===== config.mk =====
export PLATFORM = sky130hd
export DESIGN_NAME = selective_repeat_receiver_top_flat
export DESIGN_NICKNAME = d
export VERILOG_FILES = /design/src/hdl/srr_pkg.sv /design/src/hdl/srr_in_if.sv /design/src/hdl/srr_out_if.sv /design/src/hdl/srr_cell.sv /design/src/hdl/selective_repeat_receiver_top.sv /design/src/flat_wrapper.sv
export SDC_FILE = /design/constraint.sdc
export NUM_CORES = 1
export LEC_CHECK = 0
export BUFFER_PORTS_ARGS = -buffer_cell sky130_fd_sc_hd__buf_2
export CAP_MARGIN = 20
export CORE_MARGIN = 1
export CORE_UTILIZATION = 37
export DETAILED_ROUTE_END_ITERATION = 8
export PLACE_DENSITY = 0.62
export SLEW_MARGIN = 10
export SYNTH_ARGS = -nofsm -noshare
export SYNTH_HDL_FRONTEND = slang
export SYNTH_HIERARCHICAL = 1
export SYNTH_SLANG_ARGS = --single-unit

===== constraint.sdc =====
create_clock -name clk -period 14.1 [get_ports clk]
set_clock_uncertainty 0.15 [all_clocks]
set_input_delay 1.41 -clock clk [delete_from_list [all_inputs] [get_ports clk]]
set_output_delay 1.41 -clock clk [all_outputs]
set_load 0.005 [all_outputs]

===== src/hdl/srr_pkg.sv =====
// Package for the selective repeat receiver: fixed word widths,
// the acknowledgement fill value and the cell control struct. No dependencies.
`timescale 1ns / 1ps
`default_nettype none
package srr_pkg;

  localparam int SEQ_W = 16;
  localparam int PAY_W = 64;
  localparam int ACK_W = 17;

  // ack_num when nothing has been acknowledged yet (-1)
  localparam logic [ACK_W-1:0] ACK_NONE = {ACK_W{1'b1}};

  typedef struct packed {
    logic wr;     // store the incoming payload
    logic shift;  // take the neighbor's contents
  } cell_ctrl_t;

endpackage
`default_nettype wire


===== src/hdl/srr_in_if.sv =====
// Packet channel: valid/ready handshake with checksum flag, number and payload.
// Depends on srr_pkg.
`timescale 1ns / 1ps
`default_nettype none
interface srr_in_if
  import srr_pkg::*;
();
  logic             valid;
  logic             ready;
  logic             checksum_ok;
  logic [SEQ_W-1:0] seq_num;
  logic [PAY_W-1:0] payload;

  modport source(output valid, checksum_ok, seq_num, payload, input ready);
  modport sink(input valid, checksum_ok, seq_num, payload, output ready);
endinterface
`default_nettype wire


===== src/hdl/srr_out_if.sv =====
// Result channel: valid/ready handshake with delivery or acknowledgement word.
// Depends on srr_pkg.
`timescale 1ns / 1ps
`default_nettype none
interface srr_out_if
  import srr_pkg::*;
();
  logic                    valid;
  logic                    ready;
  logic                    kind;
  logic        [PAY_W-1:0] data;
  logic signed [ACK_W-1:0] ack_num;
  logic                    last;

  modport source(output valid, kind, data, ack_num, last, input ready);
  modport sink(input valid, kind, data, ack_num, last, output ready);
endinterface
`default_nettype wire


===== src/hdl/srr_cell.sv =====
// One window slot: received flag and payload word, shifted from its upper
// neighbor when the window slides. Depends on srr_pkg.
`timescale 1ns / 1ps
`default_nettype none
module srr_cell
  import srr_pkg::*;
#(
  parameter int PAYLOAD_BITS = 64
) (
  input  wire                     clk,
  input  wire                     rst_n,
  input  wire  cell_ctrl_t        ctrl,
  input  wire  [PAYLOAD_BITS-1:0] wr_data,
  input  wire                     nb_rcv,
  input  wire  [PAYLOAD_BITS-1:0] nb_pay,
  output logic                    rcv,
  output logic [PAYLOAD_BITS-1:0] pay
);

  logic                    rcv_r;
  logic [PAYLOAD_BITS-1:0] pay_r;

  always_ff @(posedge clk) begin
    if (!rst_n) begin
      rcv_r <= 1'b0;
    end else if (ctrl.shift) begin
      rcv_r <= nb_rcv;
    end else if (ctrl.wr) begin
      rcv_r <= 1'b1;
    end
  end

  always_ff @(posedge clk) begin
    if (ctrl.shift) begin
      pay_r <= nb_pay;
    end else if (ctrl.wr) begin
      pay_r <= wr_data;
    end
  end

  assign rcv = rcv_r;
  assign pay = pay_r;

endmodule
`default_nettype wire


===== src/hdl/selective_repeat_receiver_top.sv =====
// Selective repeat receiver: a row of WINDOW slot cells, window base and
// acknowledgement state. Depends on srr_pkg, srr_in_if, srr_out_if, srr_cell.
// A packet is taken only while idle; its deliveries follow one word a cycle
// while the result side is ready, then the acknowledgement; no new packet is
// taken before that is accepted. A packet brings 0..WINDOW deliveries, the cell
// row moving one slot per delivered word. Synchronous active-low reset clears the
// base, received flags and acknowledgement state; payload slots are not reset.
`timescale 1ns / 1ps
`default_nettype none
module selective_repeat_receiver_top
  import srr_pkg::*;
#(
  parameter int WINDOW       = 4,
  parameter int SEQ_BITS     = 16,
  parameter int PAYLOAD_BITS = 64
) (
  input wire        clk,
  input wire        rst_n,
  srr_in_if.sink    in_pkt,
  srr_out_if.source out_res
);

  localparam logic [1:0] ST_IDLE  = 2'd0;
  localparam logic [1:0] ST_DELIV = 2'd1;
  localparam logic [1:0] ST_ACK   = 2'd2;

  logic [1:0]          state_r, state_nxt;
  logic [SEQ_BITS-1:0] base_r, base_nxt;
  logic                ack_made_r, ack_made_nxt;
  logic [SEQ_BITS-1:0] ack_val_r, ack_val_nxt;

  logic                    rcv [WINDOW+1];
  logic [PAYLOAD_BITS-1:0] pay [WINDOW+1];
  cell_ctrl_t              ctrl [WINDOW];
  logic [WINDOW-1:0]       wr_hit;

  logic [31:0]             seq_ext, fwd_ext, back_ext, ack_ext;
  logic [SEQ_BITS-1:0]     seq, fwd, back;
  logic [PAYLOAD_BITS-1:0] wr_data;
  logic                    in_acc, out_acc, in_win, in_back, shift;

  assign in_acc  = in_pkt.valid && in_pkt.ready;
  assign out_acc = out_res.valid && out_res.ready;

  assign seq_ext  = 32'(in_pkt.seq_num);
  assign seq      = seq_ext[SEQ_BITS-1:0];
  assign wr_data  = in_pkt.payload[PAYLOAD_BITS-1:0];
  assign fwd      = seq - base_r;
  assign back     = base_r - seq;
  assign fwd_ext  = 32'(fwd);
  assign back_ext = 32'(back);
  assign in_win   = in_pkt.checksum_ok && (fwd_ext < 32'(WINDOW));
  assign in_back  = in_pkt.checksum_ok && (back_ext >= 32'd1) && (back_ext <= 32'(WINDOW));
  assign shift    = (state_r == ST_DELIV) && out_res.ready;

  assign rcv[WINDOW] = 1'b0;
  assign pay[WINDOW] = '0;

  genvar i;
  generate
    for (i = 0; i < WINDOW; i++) begin : g_cell
      assign wr_hit[i]     = in_acc && in_win && (fwd_ext == 32'(i)) && !rcv[i];
      assign ctrl[i].wr    = wr_hit[i];
      assign ctrl[i].shift = shift;

      srr_cell #(
        .PAYLOAD_BITS(PAYLOAD_BITS)
      ) u_cell (
        .clk    (clk),
        .rst_n  (rst_n),
        .ctrl   (ctrl[i]),
        .wr_data(wr_data),
        .nb_rcv (rcv[i+1]),
        .nb_pay (pay[i+1]),
        .rcv    (rcv[i]),
        .pay    (pay[i])
      );
    end
  endgenerate

  always_comb begin
    state_nxt    = state_r;
    base_nxt     = base_r;
    ack_made_nxt = ack_made_r;
    ack_val_nxt  = ack_val_r;
    unique case (state_r)
      ST_IDLE: begin
        if (in_acc) begin
          state_nxt = wr_hit[0] ? ST_DELIV : ST_ACK;
          if (in_win || in_back) begin
            ack_made_nxt = 1'b1;
            ack_val_nxt  = seq;
          end
        end
      end
      ST_DELIV: begin
        if (out_res.ready) begin
          base_nxt  = base_r + SEQ_BITS'(1);
          state_nxt = rcv[1] ? ST_DELIV : ST_ACK;
        end
      end
      ST_ACK: begin
        if (out_res.ready) begin
          state_nxt = ST_IDLE;
        end
      end
      default: state_nxt = ST_IDLE;
    endcase
  end

  always_ff @(posedge clk) begin
    if (!rst_n) begin
      state_r    <= ST_IDLE;
      base_r     <= '0;
      ack_made_r <= 1'b0;
      ack_val_r  <= '0;
    end else begin
      state_r    <= state_nxt;
      base_r     <= base_nxt;
      ack_made_r <= ack_made_nxt;
      ack_val_r  <= ack_val_nxt;
    end
  end

  assign ack_ext = 32'(ack_val_r);

  assign in_pkt.ready    = (state_r == ST_IDLE);
  assign out_res.valid   = (state_r == ST_DELIV) || (state_r == ST_ACK);
  assign out_res.kind    = (state_r == ST_ACK);
  assign out_res.last    = (state_r == ST_ACK);
  assign out_res.data    = (state_r == ST_DELIV) ? PAY_W'(pay[0]) : '0;
  assign out_res.ack_num = (state_r != ST_ACK) ? '0 :
                           ack_made_r ? $signed(ack_ext[ACK_W-1:0]) : $signed(ACK_NONE);

  // a delivered word always comes from a filled base slot
  a_deliv_filled: assert property (@(posedge clk) disable iff (!rst_n)
    (state_r == ST_DELIV) |-> rcv[0])
    else $error("delivery from empty base slot");

  a_ack_done: assert property (@(posedge clk) disable iff (!rst_n)
    (out_acc && out_res.last) |=> in_pkt.ready)
    else $error("not idle after acknowledgement");

  a_base_hold: assert property (@(posedge clk) disable iff (!rst_n)
    !shift |=> $stable(base_r))
    else $error("window base moved without delivery");

  a_ack_sticky: assert property (@(posedge clk) disable iff (!rst_n)
    ack_made_r |=> ack_made_r)
    else $error("acknowledgement state lost");

endmodule
`default_nettype wire

===== src/flat_wrapper.sv =====
// flat-port wrapper written by rule: the top's interface ports become plain ports
module selective_repeat_receiver_top_flat import srr_pkg::*;
#(
  parameter int WINDOW       = 4,
  parameter int SEQ_BITS     = 16,
  parameter int PAYLOAD_BITS = 64
)
  (clk, rst_n, in_pkt_valid, in_pkt_checksum_ok, in_pkt_seq_num, in_pkt_payload, in_pkt_ready, out_res_valid, out_res_kind, out_res_data, out_res_ack_num, out_res_last, out_res_ready);
  srr_in_if in_pkt_i ();
  srr_out_if out_res_i ();
  input wire clk;
  input wire rst_n;
  input wire logic [$bits(in_pkt_i.valid)-1:0] in_pkt_valid;
  input wire logic [$bits(in_pkt_i.checksum_ok)-1:0] in_pkt_checksum_ok;
  input wire logic [$bits(in_pkt_i.seq_num)-1:0] in_pkt_seq_num;
  input wire logic [$bits(in_pkt_i.payload)-1:0] in_pkt_payload;
  output wire logic [$bits(in_pkt_i.ready)-1:0] in_pkt_ready;
  output wire logic [$bits(out_res_i.valid)-1:0] out_res_valid;
  output wire logic [$bits(out_res_i.kind)-1:0] out_res_kind;
  output wire logic [$bits(out_res_i.data)-1:0] out_res_data;
  output wire logic [$bits(out_res_i.ack_num)-1:0] out_res_ack_num;
  output wire logic [$bits(out_res_i.last)-1:0] out_res_last;
  input wire logic [$bits(out_res_i.ready)-1:0] out_res_ready;
  assign in_pkt_i.valid = in_pkt_valid;
  assign in_pkt_i.checksum_ok = in_pkt_checksum_ok;
  assign in_pkt_i.seq_num = in_pkt_seq_num;
  assign in_pkt_i.payload = in_pkt_payload;
  assign in_pkt_ready = in_pkt_i.ready;
  assign out_res_valid = out_res_i.valid;
  assign out_res_kind = out_res_i.kind;
  assign out_res_data = out_res_i.data;
  assign out_res_ack_num = out_res_i.ack_num;
  assign out_res_last = out_res_i.last;
  assign out_res_i.ready = out_res_ready;
  selective_repeat_receiver_top #(.WINDOW(WINDOW), .SEQ_BITS(SEQ_BITS), .PAYLOAD_BITS(PAYLOAD_BITS)) u_core (.clk(clk), .rst_n(rst_n), .in_pkt(in_pkt_i), .out_res(out_res_i));
endmodule

# --- Yosys cells after proc, flatten, opt, wreduce, memory -nomap -nowiden ---
# Index checks and enable logic that the tools add are counted.
totals:
  output_inout_bits: 85
  ff_bits: 295
classes:
  n_eq_ne: 9
  magnitude_cmp: 3
  n_reduce_logical: 29
  n_bitwise: 1
  muxes: 21
  addsub: 3
op_table:
  columns: ["cell", "n"]
  rows:
  - ["$mux W64", 7]
  - ["$mux W17", 2]
  - ["$eq A16 B2 Y1 const B", 2]
  - ["$logic_not A32 Y1", 1]
  - ["$sub A16 B16 Y16", 2]
  - ["$add A16 B1 Y16 const B", 1]
  - ["$eq A16 B1 Y1 const B", 1]
  - ["$ge A16 B1 Y1 const B", 1]
  - ["$le A16 B3 Y1 const B", 1]
  - ["$lt A16 B3 Y1 const B", 1]
  - ["$logic_and A1 B1 Y1", 14]
  - ["$mux W2", 5]
  - ["$mux W1", 6]
  - ["$ne A2 B2 Y1 const B", 3]
  - ["$pmux W2 S3", 1]
  - ["$reduce_and A3 Y1", 2]
  - ["$reduce_bool A2 Y1", 3]
  - ["$logic_not A1 Y1", 4]
  - ["$eq A2 B1 Y1 const B", 1]
  - ["$eq A2 B2 Y1 const B", 1]
  - ["$logic_not A2 Y1", 1]
  - ["$logic_or A1 B1 Y1", 2]
  - ["$ne A2 B1 Y1 const B", 1]
  - ["$reduce_and A2 Y1", 1]
  - ["other kinds (2)", 2]

# --- Depth between registers and ports, before layout ---
logic_depth:
  word_depth: 9
  mapped_depth: 14
  ltp_nobuf: 14

# --- Hierarchy ---
# Netlist, hierarchy kept.
modules_own_cells:
  columns: ["mod", "cells_per_inst", "n_inst", "area_per_inst_um2", "seq_area_each_um2"]
  rows:
  - ["srr_cell", 139, 4, 2750.1, 1941.9]
  - ["selective_repeat_receiver_top", 554, 1, 4100.2, 700.7]

# --- Worst setup path after synthesis ---
# No wires, ideal clock.
synth_timing:
  path_kind: "in2reg"
  startpoint: "input in_pkt_seq_num[0]"
  endpoint: "register u_core.g_cell[2].u_cell.rcv_r"
  arrival_time_ns: 5.660
  n_path_buf: 0
  required_ns: 13.884
  cell_stages: 14
  slack_ns: 8.224
  path_cell_list: "inv_1 ha_1 inv_1 fa_1 a211oi_2 nor2_1 nor2_1 nor2_1 or4_1 nor4_1 nand4_1 nor4bb_1 or2_1 o221a_1"
synth_rtl:
  columns: ["element", "line_no", "text"]
  rows:
  - ["from (decl)", "flat_wrapper.sv:15", "input wire logic [$bits(in_pkt_i.seq_num)-1:0] in_pkt_seq_num;"]
  - ["to (signal assigned)", "srr_cell.sv:27", "rcv_r <= nb_rcv;"]
  - ["to (decl)", "srr_cell.sv:20", "logic rcv_r;"]

==> metrics.csv <==
metric;value;unit
outcome;complete, no violations;
final_cell_area;17600;sq um
dr.pass1.iters;5;
setup_tns;0;ps
critPathMaxStageDelay;870;ps
start_kind;input pin;
path_common_cell;nor2_1;
dp_slack;8410;ps
ctsResizeCount;0;
num_io_pins;170;
netlist.top_cell.by_area;edfxtp_1;
min-delay-start;u_core/ack_val_r[2];
rsz0062_at_grt;no;
drv_cap;0;
postPlaceCellArea;16500;sq um
post_cts.repair.setup_buffers;0;
path_delay_family;simple AND/OR/NAND/NOR gates;
hold_ws;314;ps
num_rows;73;
drc;0;
hp-class;reg2reg;
placed_cells;1813;
fillers;3748;
cts_tree;built;
portBuffers;169;
grt.overflow.total;0;
vias_per_cell;4.88;
p_leak;6.51;nW
cts_buffers;34;
die-area;41600;sq um
critPathKind;in2reg;
cts_sinks;295;
avgSynthCellArea;13.6;sq um
clk_latency;540;ps
core_area;40000;sq um
dp_hpwl;20500;um
synth-seq-cells;295;
start_util;0.377;
p_total;2.35;mW
layout.cells.non_filler;1878;
clk_path_buf_depth;3;
avgRoutedWirePerCell;16.9;um
nets;1446;
die_x;204;um
htree_levels;2;
reg2reg_to;u_core/g_cell[0].u_cell/pay[63];
critPathArrivalTime;5110;ps
grt_pass1_vias;9163;
crit_buf_inv;3;
critical_path_peak_fanout;65;
yosys.area.top_type_share;0.509;
yosysSeqAreaShare;0.561;
cts_hold_buffers;0;
period_needed;5120;ps
utilization;0.439;
synth_area_leaders;edfxtp_1, mux2_2, dfxtp_1;
worstMarginPinSlew;1050;ps
synth_edf_count;256;
worstHoldEndpoint;u_core/ack_val_r[2];
synth-async-reset-ratio;0;
antenna_found_initial;8;
place_congestion;0.882;
synthTopCellsByCount;edfxtp_1, mux2_2, and2_1;
endpoint_kind;flop;
r2r_start;u_core/base_r[0];
holdPathStages;2;
power_density;134;nW/um^2
synth.distinct_cells;73;
synth_ff_type;edfxtp_1;
crit_chain;buf_2, inv_1, ha_1, inv_1, fa_1, a211oi_2, nor2_1, nor2_1, nor2_1, or4_1, nor4_1, nand4_1, nor4b_1, or2_4;
drive_gt1_frac;0.367;
clk_pin_slew;60;ps
drt-initial-drc-count;428;
cts-root-buf;clkbuf_16;
die_y;204;um
cp_data_required_time;14090;ps
r2r_slack;9550;ps
num_vias;9159;
yosys_warnings;6;
grt_pass1_wl;50200;um
setup_violations;0;
worst_path_max_delay_cell;or2_4;
fin_ws;8980;ps
syn_inst;1110;
globalRouteTotalUtil;0.154;
max_freq;195;MHz
syn_to_final_growth;16.2;%
slew_violations;0;
antenna_left;0;
irDropWorstVdd;105;uV
drt_wl_total;31700;um
grt_max_degree;77;
r2r_cells;12;
period_share;0.363;
crit_start;in_pkt_seq_num[0];
synth.cell_area;15100;sq um
hold_viol_final;0;
slew_headroom;0.301;
-- worst max path at each step --
stage / endpoint / cells past startpoint
final: u_core/g_cell[0].u_cell/pay[63] / 14
after global routing: u_core/g_cell[3].u_cell/rcv / 15
after CTS: u_core/g_cell[0].u_cell/rcv / 15
after detailed placement: u_core/g_cell[2].u_cell/pay[7] / 14
after global placement: u_core/g_cell[2].u_cell/pay[7] / 14
after floorplan: u_core/g_cell[2].u_cell/rcv / 14
-- sequential cells by signal (all words and copies together) (netlist names) --
| signal | count |
|---|---|
| u_core/g_cell.u_cell/pay | 256 |
| u_core/ack_made_r | 1 |
| u_core/base_r | 16 |
| u_core/state_r | 2 |
| u_core/ack_val_r | 16 |
| u_core/g_cell.u_cell/rcv | 4 |
-- routing by layer --
| layer | part of all wire | track usage | up-vias |
|---|---|---|---|
| met1 | 0.45 | 0.199 | 4405 |
| met2 | 0.47 | 0.249 | 174 |
| li1 | - | - | 4509 |
| met4 | 0.029 | 0.0576 | 10 |
| met5 | 0.0018 | 0 | - |
| met3 | 0.053 | 0.0392 | 61 |
-- power by group --
part	leakage, nW	total (mW)	switching [mW]	internal, mW
combinational	3.37	0.443	0.236	0.207
sequential	2.64	1.07	0.0172	1.06
clock	0.508	0.838	0.355	0.484
total	6.51	2.35	0.608	1.75
-- layout by cell type (no fill, tap or decap), types with 5 or more instances in the layout --
cell and instances:
and2_1 65, a211oi_1 5, a21oi_1 24, o21a_1 22
nor2_1 44, mux2_2 256, nor2b_1 5, a31oi_1 5
a21o_1 8, conb_1 65, clkbuf_16 34, inv_1 48
nand4_1 6, o21ai_0 6, xor2_1 5, buf_4 5
clkbuf_1 11, nand2b_1 6, clkinv_1 7, buf_2 169
nor3_1 14, xnor2_1 26, nor4_1 5, edfxtp_1 256
dfxtp_1 39, ha_1 33, nand2_1 54, nand3_1 14
mux2i_1 20
-- final cells by class --
class,instances,area (sq um),share of cell area
Sequential cell,295,8470,0.482
Multi-Input combinational cell,769,6280,0.358
Clock buffer,48,933,0.0532
Timing Repair Buffer,175,911,0.0519
Tap cell,525,657,0.0374
Inverter,50,188,0.0107
Clock inverter,13,113,0.00641
Antenna cell,3,7.51,0.000428
-- logic make-up (layout without fill, tap and decap cells) --
logic type,count (synthesis),count (layout),share of synthesized area
flip-flops,295,295,0.561
multiplexers,277,277,0.205
AND/OR/NAND/NOR,238,238,0.0816
AO/OA/AOI/OAI,122,122,0.0632
buffers and inverters,110,286,0.0404
adder cells (fa/ha/maj),36,36,0.0308
XOR/XNOR,31,31,0.0180
other,1,68,0.000248
-- worst min-delay path, delay by kind of cell (launching register included) --
kind | cells | cell delay (ps)
flops | 1 | 310
mux | 1 | 50
simple gates | 1 | 50
Note: power is estimated with default switching activity, not from simulation.
